<file path="src/rtl/pssr_pkg.sv">
// Shared types and codes for the scroll and register unit.
// Used by pssr_core and ppu_scroll_address_registers_core; depends on nothing.
package pssr_pkg;

  // Kind of transaction on the input stream.
  typedef enum logic [2:0] {
    ModeRegWrite    = 3'd0,
    ModeRegRead     = 3'd1,
    ModeIncX        = 3'd2,
    ModeIncY        = 3'd3,
    ModeCopyX       = 3'd4,
    ModeCopyY       = 3'd5,
    ModeVblankStart = 3'd6,
    ModeVblankEnd   = 3'd7
  } mode_e;

  // CPU-visible register numbers.
  typedef enum logic [2:0] {
    RegControl = 3'd0,
    RegMask    = 3'd1,
    RegStatus  = 3'd2,
    RegOamAddr = 3'd3,
    RegOamData = 3'd4,
    RegScroll  = 3'd5,
    RegAddress = 3'd6,
    RegData    = 3'd7
  } reg_e;

  localparam int unsigned InTdataW  = 16;
  localparam int unsigned InTuserW  = 6;
  localparam int unsigned OutTdataW = 56;
  localparam int unsigned OutTuserW = 3;

  // One input transaction.
  typedef struct packed {
    mode_e      mode;
    reg_e       reg_index;
    logic [7:0] write_data;
    logic [7:0] mem_data;
  } item_t;

  // One result transaction.
  typedef struct packed {
    logic [7:0]  read_data;
    logic        mem_write;
    logic        mem_read;
    logic [15:0] mem_addr;
    logic [7:0]  mem_wdata;
    logic [15:0] current_addr;
    logic [2:0]  fine_scroll_x;
    logic        nmi_pulse;
  } result_t;

endpackage

</file>
<file path="src/rtl/ppu_scroll_address_registers_core.sv">
// Each input transaction passes through the input register and then the result register; one
// transaction per cycle while the result side is not stalled.
// The input register and the result register each hold one transaction; the input side
// stalls only while both are full and the result transaction is not taken.
// Reset (rst_ni low, asynchronous) clears both valid flags and all scroll state.
// Top level of the scroll and register unit; depends on pssr_pkg and pssr_core.
module ppu_scroll_address_registers_core (
  input  logic                            clk_i,
  input  logic                            rst_ni,
  input  logic                            s_axis_tvalid,
  output logic                            s_axis_tready,
  // [7:0] write_data, [15:8] mem_data
  input  logic [pssr_pkg::InTdataW-1:0]   s_axis_tdata,
  // [2:0] mode, [5:3] reg_index
  input  logic [pssr_pkg::InTuserW-1:0]   s_axis_tuser,
  output logic                            m_axis_tvalid,
  input  logic                            m_axis_tready,
  // [7:0] read_data, [23:8] mem_addr, [31:24] mem_wdata, [47:32] current_addr,
  // [50:48] fine_scroll_x, [55:51] zero
  output logic [pssr_pkg::OutTdataW-1:0]  m_axis_tdata,
  // [0] mem_write, [1] mem_read, [2] nmi_pulse
  output logic [pssr_pkg::OutTuserW-1:0]  m_axis_tuser
);

  logic              in_valid_q;
  pssr_pkg::item_t   in_item_q;
  logic              out_valid_q;
  pssr_pkg::result_t out_q;
  pssr_pkg::result_t result;
  logic              step;

  // The held transaction moves on when the result register is free or draining.
  assign step          = in_valid_q && (!out_valid_q || m_axis_tready);
  assign s_axis_tready = !in_valid_q || step;

  // Input register.
  always_ff @(posedge clk_i or negedge rst_ni) begin
    if (!rst_ni) begin
      in_valid_q <= 1'b0;
    end else if (s_axis_tready) begin
      in_valid_q <= s_axis_tvalid;
    end
  end

  always_ff @(posedge clk_i) begin
    if (s_axis_tready && s_axis_tvalid) begin
      in_item_q.mode       <= pssr_pkg::mode_e'(s_axis_tuser[2:0]);
      in_item_q.reg_index  <= pssr_pkg::reg_e'(s_axis_tuser[5:3]);
      in_item_q.write_data <= s_axis_tdata[7:0];
      in_item_q.mem_data   <= s_axis_tdata[15:8];
    end
  end

  pssr_core u_core (
    .clk_i    (clk_i),
    .rst_ni   (rst_ni),
    .step_i   (step),
    .item_i   (in_item_q),
    .result_o (result)
  );

  // Result register.
  always_ff @(posedge clk_i or negedge rst_ni) begin
    if (!rst_ni) begin
      out_valid_q <= 1'b0;
    end else if (!out_valid_q || m_axis_tready) begin
      out_valid_q <= step;
    end
  end

  always_ff @(posedge clk_i) begin
    if (step) begin
      out_q <= result;
    end
  end

  assign m_axis_tvalid = out_valid_q;
  assign m_axis_tdata  = {5'd0, out_q.fine_scroll_x, out_q.current_addr, out_q.mem_wdata,
                          out_q.mem_addr, out_q.read_data};
  assign m_axis_tuser  = {out_q.nmi_pulse, out_q.mem_read, out_q.mem_write};

  // The input side only stalls behind a full, stalled result register.
  assert property (@(posedge clk_i) disable iff (!rst_ni)
    !s_axis_tready |-> in_valid_q && out_valid_q && !m_axis_tready)
    else $error("input stalled without back pressure");

  // A result never reports a memory write and a memory read together.
  assert property (@(posedge clk_i) disable iff (!rst_ni)
    m_axis_tvalid |-> !(m_axis_tuser[0] && m_axis_tuser[1]))
    else $error("memory write and read in one result");

  // Without a memory access the reported access address is zero.
  assert property (@(posedge clk_i) disable iff (!rst_ni)
    m_axis_tvalid && !m_axis_tuser[0] && !m_axis_tuser[1] |-> m_axis_tdata[23:8] == 16'd0)
    else $error("access address set without a memory access");

endmodule

</file>
<file path="src/rtl/pssr_core.sv">
// Scroll and register state with its update logic for one transaction.
// Depends on pssr_pkg; instantiated by ppu_scroll_address_registers_core.
module pssr_core (
  input  logic             clk_i,
  input  logic             rst_ni,
  input  logic             step_i,
  input  pssr_pkg::item_t  item_i,
  output pssr_pkg::result_t result_o
);

  localparam logic [15:0] MaskCopyX = 16'h041f;
  localparam logic [15:0] MaskCopyY = 16'h7be0;
  localparam logic [15:0] PaletteBase = 16'h3f00;

  logic [7:0]  control_q, control_d;
  logic [7:0]  mask_q, mask_d;
  logic        vblank_q, vblank_d;
  logic        toggle_q, toggle_d;
  logic [2:0]  fine_x_q, fine_x_d;
  logic [15:0] taddr_q, taddr_d;
  logic [15:0] vaddr_q, vaddr_d;
  logic [7:0]  rbuf_q, rbuf_d;
  logic        render_on;
  logic [15:0] addr_step;

  // Coarse X step with horizontal nametable flip on wrap.
  function automatic logic [15:0] inc_x(input logic [15:0] v);
    logic [15:0] r;
    r = v;
    if (v[4:0] == 5'd31) begin
      r[4:0] = 5'd0;
      r[10]  = ~v[10];
    end else begin
      r = v + 16'd1;
    end
    return r;
  endfunction

  // Fine Y step, carrying into coarse Y with the row-29 wrap.
  function automatic logic [15:0] inc_y(input logic [15:0] v);
    logic [15:0] r;
    r = v;
    if (v[14:12] != 3'd7) begin
      r[14:12] = v[14:12] + 3'd1;
    end else begin
      r[14:12] = 3'd0;
      if (v[9:5] == 5'd29) begin
        r[9:5] = 5'd0;
        r[11]  = ~v[11];
      end else if (v[9:5] == 5'd31) begin
        r[9:5] = 5'd0;
      end else begin
        r[9:5] = v[9:5] + 5'd1;
      end
    end
    return r;
  endfunction

  assign render_on = mask_q[3] | mask_q[4];
  assign addr_step = control_q[2] ? 16'd32 : 16'd1;

  // Next state and result for the transaction in the input register.
  always_comb begin
    control_d = control_q;
    mask_d    = mask_q;
    vblank_d  = vblank_q;
    toggle_d  = toggle_q;
    fine_x_d  = fine_x_q;
    taddr_d   = taddr_q;
    vaddr_d   = vaddr_q;
    rbuf_d    = rbuf_q;
    result_o  = '0;
    result_o.read_data = 8'hff;

    unique case (item_i.mode)
      pssr_pkg::ModeRegWrite: begin
        unique case (item_i.reg_index)
          pssr_pkg::RegControl: begin
            control_d      = item_i.write_data;
            taddr_d[11:10] = item_i.write_data[1:0];
          end
          pssr_pkg::RegMask: begin
            mask_d = item_i.write_data;
          end
          pssr_pkg::RegScroll: begin
            if (!toggle_q) begin
              fine_x_d     = item_i.write_data[2:0];
              taddr_d[4:0] = item_i.write_data[7:3];
            end else begin
              taddr_d[14:12] = item_i.write_data[2:0];
              taddr_d[9:5]   = item_i.write_data[7:3];
            end
            toggle_d = ~toggle_q;
          end
          pssr_pkg::RegAddress: begin
            if (!toggle_q) begin
              taddr_d[15:8] = {2'b00, item_i.write_data[5:0]};
            end else begin
              taddr_d[7:0] = item_i.write_data;
              vaddr_d      = {taddr_q[15:8], item_i.write_data};
            end
            toggle_d = ~toggle_q;
          end
          pssr_pkg::RegData: begin
            result_o.mem_write = 1'b1;
            result_o.mem_addr  = vaddr_q;
            result_o.mem_wdata = item_i.write_data;
            vaddr_d            = vaddr_q + addr_step;
          end
          default: begin
          end
        endcase
      end
      pssr_pkg::ModeRegRead: begin
        unique case (item_i.reg_index)
          pssr_pkg::RegControl: result_o.read_data = control_q;
          pssr_pkg::RegMask:    result_o.read_data = mask_q;
          pssr_pkg::RegStatus: begin
            result_o.read_data = {vblank_q, 2'b00, rbuf_q[4:0]};
            vblank_d = 1'b0;
            toggle_d = 1'b0;
          end
          pssr_pkg::RegData: begin
            // Palette space returns the fresh byte, the rest the old buffer.
            result_o.mem_read  = 1'b1;
            result_o.mem_addr  = vaddr_q;
            result_o.read_data = (vaddr_q >= PaletteBase) ? item_i.mem_data : rbuf_q;
            rbuf_d             = item_i.mem_data;
            vaddr_d            = vaddr_q + addr_step;
          end
          default: begin
          end
        endcase
      end
      pssr_pkg::ModeIncX: begin
        if (render_on) vaddr_d = inc_x(vaddr_q);
      end
      pssr_pkg::ModeIncY: begin
        if (render_on) vaddr_d = inc_y(vaddr_q);
      end
      pssr_pkg::ModeCopyX: begin
        if (render_on) vaddr_d = (vaddr_q & ~MaskCopyX) | (taddr_q & MaskCopyX);
      end
      pssr_pkg::ModeCopyY: begin
        if (render_on) vaddr_d = (vaddr_q & ~MaskCopyY) | (taddr_q & MaskCopyY);
      end
      pssr_pkg::ModeVblankStart: begin
        vblank_d           = 1'b1;
        result_o.nmi_pulse = control_q[7];
      end
      pssr_pkg::ModeVblankEnd: begin
        vblank_d = 1'b0;
      end
      default: begin
      end
    endcase

    result_o.current_addr  = vaddr_d;
    result_o.fine_scroll_x = fine_x_d;
  end

  // State registers advance once per transaction.
  always_ff @(posedge clk_i or negedge rst_ni) begin
    if (!rst_ni) begin
      control_q <= '0;
      mask_q    <= '0;
      vblank_q  <= 1'b0;
      toggle_q  <= 1'b0;
      fine_x_q  <= '0;
      taddr_q   <= '0;
      vaddr_q   <= '0;
      rbuf_q    <= '0;
    end else if (step_i) begin
      control_q <= control_d;
      mask_q    <= mask_d;
      vblank_q  <= vblank_d;
      toggle_q  <= toggle_d;
      fine_x_q  <= fine_x_d;
      taddr_q   <= taddr_d;
      vaddr_q   <= vaddr_d;
      rbuf_q    <= rbuf_d;
    end
  end

  // The second address write loads the current address from the temporary one.
  assert property (@(posedge clk_i) disable iff (!rst_ni)
    step_i && item_i.mode == pssr_pkg::ModeRegWrite &&
    item_i.reg_index == pssr_pkg::RegAddress && toggle_q |=> vaddr_q == taddr_q)
    else $error("address load did not copy temporary address");

  // Vblank end always leaves the flag clear.
  assert property (@(posedge clk_i) disable iff (!rst_ni)
    step_i && item_i.mode == pssr_pkg::ModeVblankEnd |=> !vblank_q)
    else $error("vblank flag survived vblank end");

  // Temporary address bit 15 can never be set by any write.
  assert property (@(posedge clk_i) disable iff (!rst_ni) !taddr_q[15])
    else $error("temporary address bit 15 set");

endmodule

</file>
<file path="config.mk">
export PLATFORM = sky130hd
export DESIGN_NAME = ppu_scroll_address_registers_core
export DESIGN_NICKNAME = d
export VERILOG_FILES = /design/src/rtl/pssr_pkg.sv /design/src/rtl/ppu_scroll_address_registers_core.sv /design/src/rtl/pssr_core.sv
export SDC_FILE = /design/constraint.sdc
export NUM_CORES = 1
export LEC_CHECK = 0
export ABC_AREA = 1
export BUFFER_PORTS_ARGS = -buffer_cell sky130_fd_sc_hd__buf_2
export CAP_MARGIN = 10
export CORE_ASPECT_RATIO = 1.5
export CORE_UTILIZATION = 30
export CTS_CLUSTER_SIZE = 24
export DETAILED_ROUTE_END_ITERATION = 6
export RECOVER_POWER = 25
export SLEW_MARGIN = 20
export SYNTH_ARGS = -nofsm -noshare
export SYNTH_HDL_FRONTEND = slang
export SYNTH_SLANG_ARGS = --single-unit
</file>
<file path="constraint.sdc">
create_clock -name clk_i -period 3.6 [get_ports clk_i]
set_input_delay 0.72 -clock clk_i [delete_from_list [all_inputs] [get_ports clk_i]]
set_output_delay 0.72 -clock clk_i [all_outputs]
set_load 0.03 [all_outputs]
</file>
# Word level (Yosys, flattened, before mapping)
# Index checks and enable logic that the tools add are counted.
[classes]
add_sub_neg = 4
n_eq_ne = 22
n_lt_le_gt_ge = 1
bitwise_logic = 6
n_reduce_logical = 23
n_mux = 40
[ops]
columns = ["op", "n"]
rows = [
  ["case mux 16 bit (6 select lines)", 1],
  ["2-to-1 mux 16 bit", 5],
  ["case mux 16 bit (2 select lines)", 2],
  ["2-to-1 mux 5 bit", 8],
  ["case mux 8 bit (4 select lines)", 1],
  ["2-to-1 mux 24 bit", 1],
  ["== test 3 bit (second input constant)", 7],
  ["case mux 10 bit (2 select lines)", 1],
  ["2-to-1 mux 17 bit", 1],
  ["adder 16 x 1 -> 16 bit (second input constant)", 1],
  ["adder 16 x 6 -> 16 bit", 1],
  ["greater-or-equal comparator 16 x 14 -> 1 bit (second input constant)", 1],
  ["2-to-1 mux 8 bit", 2],
  ["OR 16 x 11 -> 16 bit", 1],
  ["OR 16 x 15 -> 16 bit", 1],
  ["== test 5 bit (second input constant)", 3],
  ["2-to-1 mux 15 bit", 1],
  ["2-to-1 mux 3 bit", 5],
  ["AND reduction 5 bit", 3],
  ["AND reduction 3 bit", 4],
  ["== test 3 x 2 -> 1 bit (second input constant)", 3],
  ["inequality test 2 bit (second input constant)", 4],
  ["AND reduction 4 bit", 2],
  ["2-to-1 mux 7 bit", 1],
  ["21 further kinds", 36],
]
[word_totals]
ff_bits = 138
output_inout_bits = 61
word_cells = 121
inputBits = 26

# Logic depth before layout (Yosys ltp)
[logic_depth]
word_depth = 6
depth_mapped = 15
depth_no_buf = 15

# Cells and area by module
# Synthesis repeated with hierarchy kept, for this count alone.
[unflattened]
hier_cells = 952
area_unflattened_um2 = 7747.4
[by_module_without_submodules]
columns = ["mod", "seq_area_each_um2", "cells_per_inst", "area_each_um2", "n_inst"]
rows = [
  ["pssr_core", 1501.4, 858, 5328.9, 1],
  ["ppu_scroll_address_registers_core", 2332.2, 94, 2418.6, 1],
]

# Worst setup path before layout
# No wires, ideal clock.
[synth_timing]
path_type = "input port to flip-flop"
start = "input m_axis_tready"
end = "register out_q (netlist bit m_axis_tdata[0]), enable pin"
setup_time_ns = 0.439
n_path_buf = 2
arrival_time_ns = 2.919
t_required_ns = 3.161
stages = 4
setup_slack_ns = 0.241
cell_sequence = "inv_1 -> a21oi_1 -> clkbuf_1 -> clkbuf_1"
[synth_between]
elab_chain_len = 2
[synth_rtl]
columns = ["element", "line_no", "text"]
rows = [
  ["start: declaration", "ppu_scroll_address_registers_core.sv:17", "input logic m_axis_tready,"],
  ["logical OR 1 bit", "ppu_scroll_address_registers_core.sv:33", "assign step = in_valid_q && (!out_valid_q || m_axis_tready);"],
  ["logical AND 1 bit", "ppu_scroll_address_registers_core.sv:33", ""],
  ["net step", "ppu_scroll_address_registers_core.sv:30", "logic step;"],
  ["end signal: assignment", "ppu_scroll_address_registers_core.sv:73", "out_q <= result;"],
  ["end: declaration", "ppu_scroll_address_registers_core.sv:28", "pssr_pkg::result_t out_q;"],
]
# The timed path passes the listed nets, and every way through them passes these cells.
# A chain may end at the register's enable or synchronous reset.

==> reports/qor.yml <==
route:
  antenna_left: 0
  drtIter0Drc: 341
  drt_wl_total_um: 21860
  drcViolationCount: 0
  vias: 6135
  via_per_inst: 4.827
  post_drt_wl_per_cell_um: 17.20
  drtPass1Iterations: 5
placed_design:
  place_congestion: 0.9073
  place_area_mm2: 0.007959
  placed_cells: 1240
  numPortBuffers: 81
  hpwlAfterDp_um: 16380
  place_ws_ns: 0.9346
clocking:
  clockBufferDepth: 2
  numCtsBuffers: 17
  ctsHoldBuffers: 0
  clkLatencyLatePin_ns: 0.44
  cts_resized: 0
  cts_tree: "built"
  clk_pin_slew_ns: 0.06
  cts_sinks: 138
  h-tree-depth: 4
  post-cts-setup-buffer-count: 0
  root_buffer: "clkbuf_16"
synthesis:
  ys_ff_latch: 138
  yosys.area.top_type: "edfxtp_1"
  syn_inst: 855
  synth_top_area_frac: 0.3164
  syn_area_mm2: 0.007212
  synth-seq-area-share: 0.5316
  ys_types: 46
  yosys_warnings: 0
  synth_area_leaders: "edfxtp_1, dfrtp_1, nand2_1, o21ai_0, inv_1"
  avgSynthCellArea_um2: 8.435
timing:
  finClkSkew_ns: 0.009186
  slew_violations: 27
  post-route-period-util: 0.7483
  max_slew_margin: -0.07088
  rsz0062_at_grt: "no"
  whs_ns: 0.4551
  max_freq_ghz: 0.3712
  tightest_slew_ns: 1.606
  fin_crit_ns: 2.694
  setup_viol: 0
  hold_viol_final: 0
  tns_ns: 0
  setup_slack_ns: 0.9061
grt:
  grt_pass1_wl_um: 33580
  antenna_found_initial: 0
  grt-ovfl-total: 0
  grt_max_degree: 48
  track_usage: 0.1863
  grt_pass1_vias: 6070
cells_and_area:
  final_cell_mix: "nand2_1, inv_1, nor2_1, o21ai_0, buf_2"
  final_nets: 977
  area.growth.synth_to_final_pct: 18.29
  stdcell_count: 1271
  final_common_cell: "nand2_1"
  fillCellCount: 2528
  n_antenna_cell: 0
  layout-drive-gt1-share: 0.1607
  design_area_mm2: 0.008531
hold_path:
  holdPathStages: 1
  hp-start: "s_axis_tdata[3]"
  hold_end: "in_item_q[11]$_DFFE_PP_"
  hp-class: "in2reg"
power_and_ir_drop:
  power_frac_seq: 0.437
  vdd_drop_max_uv: 319.3
  switching_share: 0.3464
  p_int_mw: 3.304
  p_leak_nw: 3.750
  p_per_area_mw_per_mm2: 592.6
  combPwrFrac: 0.219
  pwr-share-clk: 0.343
  p_sw_mw: 1.751
floorplan:
  die_h_um: 191.9
  core-area_mm2: 0.02366
  die_w_um: 128.6
  io_pins: 87
  start_util: 0.3049
  die-area_mm2: 0.02468
  rows: 69
job:
  max-cap-violations: 1
critical_path:
  reg2reg_to: "m_axis_tdata[45]$_DFFE_PP_"
  worstPathRequired_ns: 3.79
  path_class: "reg2reg"
  reg2reg_from: "u_core.vaddr_q[1]$_DFFE_PN0P_"
  r2r_cells: 13
  regToRegSetupSlack_ns: 0.91
  startpoint_type: "register"
  endpoint_kind: "register"
  cp_data_arrival_time_ns: 2.88
  cp_max_fo: 8
status:
  outcome: "complete, but fails checks"
  violations: "max-capacitance violations, max-slew violations"
cell type report:
class                           instances  area (µm²)  area share
Timing Repair Buffer                   86       434.2     0.05089
Clock buffer                           18       439.2     0.05148
Sequential cell                       138        3834      0.4494
Multi-Input combinational cell        600        2917      0.3419
Inverter                               97       366.6     0.04297
Tap cell                              319       399.1     0.04679
Clock inverter                         13       141.4     0.01657
worst max-delay path by stage:
stage	end	slack [ns]	from	cells after the start
floorplan	m_axis_tdata[0]$_SDFFCE_PN1P_	0.24	m_axis_tready	4
global placement	m_axis_tdata[45]$_DFFE_PP_	1.02	u_core.vaddr_q[1]$_DFFE_PN0P_	13
detailed placement	m_axis_tdata[45]$_DFFE_PP_	0.93	u_core.vaddr_q[1]$_DFFE_PN0P_	13
CTS	m_axis_tdata[45]$_DFFE_PP_	0.93	u_core.vaddr_q[1]$_DFFE_PN0P_	13
global route	m_axis_tdata[45]$_DFFE_PP_	0.72	u_core.vaddr_q[1]$_DFFE_PN0P_	13
finish	m_axis_tdata[45]$_DFFE_PP_	0.91	u_core.vaddr_q[1]$_DFFE_PN0P_	13
layer usage:
metal  global-route usage  share of wire
met4               0.1371          0.061
met3              0.03565          0.042
met5                    0              0
met1               0.1931           0.38
met2               0.3318           0.52
kinds of logic after synthesis:
logic type / synth area share
AOI/OAI and AO/OA: 0.1211
xor gates and xnor gates: 0.003644
adders and majority gates: 0.01908
buffers and inverters: 0.06766
DFF: 0.5316
muxes: 0.006245
other: 0.0005200
and+or+nand+nor: 0.2502
Yosys cell counts (all sizes together):
library cell	n
a211oi	3
a21boi	5
a21oi	34
a22oi	1
a31oi	8
and2	1
buf	14
clkbuf	10
clkinv	2
conb	1
dfrtp	62
edfxtp	76
ha	11
inv	95
mux2	4
nand2	242
nand3	58
nand3b	1
nand4	14
nor2	95
nor3	5
nor4	2
o2111a	2
o2111ai	2
o211ai	1
o21ai	95
o22ai	5
o31ai	2
or2	1
xor2	3
stage by stage:
step           utilization  power, mW
6_report            0.3606      5.055
5_1_grt             0.3606      5.311
4_1_cts             0.3610      5.103
3_5_place_dp        0.3365      3.345
3_3_place_gp        0.3365      3.340
2_1_floorplan            -      2.947
worst max-delay path, cell delays in order (launching register included):
cell and delay [ns]:
dfrtp_1 0.47, ha_1 0.26, inv_1 0.07, nor3_1 0.05, ha_1 0.22, nor2_1 0.42
nand2_1 0.19, nor2_1 0.25, nand2_1 0.08, nand2_1 0.06, nand2_1 0.05, nand2_1 0.05
nand4_1 0.10, and2_1 0.17
power groups by stage:
stage / Sequential, mW / Clock (mW) / Combinational [mW]
CTS: 2.21 / 1.78 / 1.12
global route: 2.24 / 1.83 / 1.24
detailed placement: 2.24 / 0 / 1.11
finish: 2.21 / 1.74 / 1.11
global placement: 2.24 / 0 / 1.10
floorplan: 2.28 / 0 / 0.668
flip-flops by register name (all words and copies together), names as in the netlist:
signal / cells
m_axis_tvalid: 1
m_axis_tdata: 51
in_valid_q: 1
u_core.control_q: 8
u_core.vblank_q: 1
u_core.mask_q: 8
m_axis_tuser: 3
u_core.taddr_q: 15
u_core.rbuf_q: 8
u_core.fine_x_q: 3
in_item_q: 22
u_core.vaddr_q: 16
u_core.toggle_q: 1
Note: power is estimated with default switching activity, not from simulation.
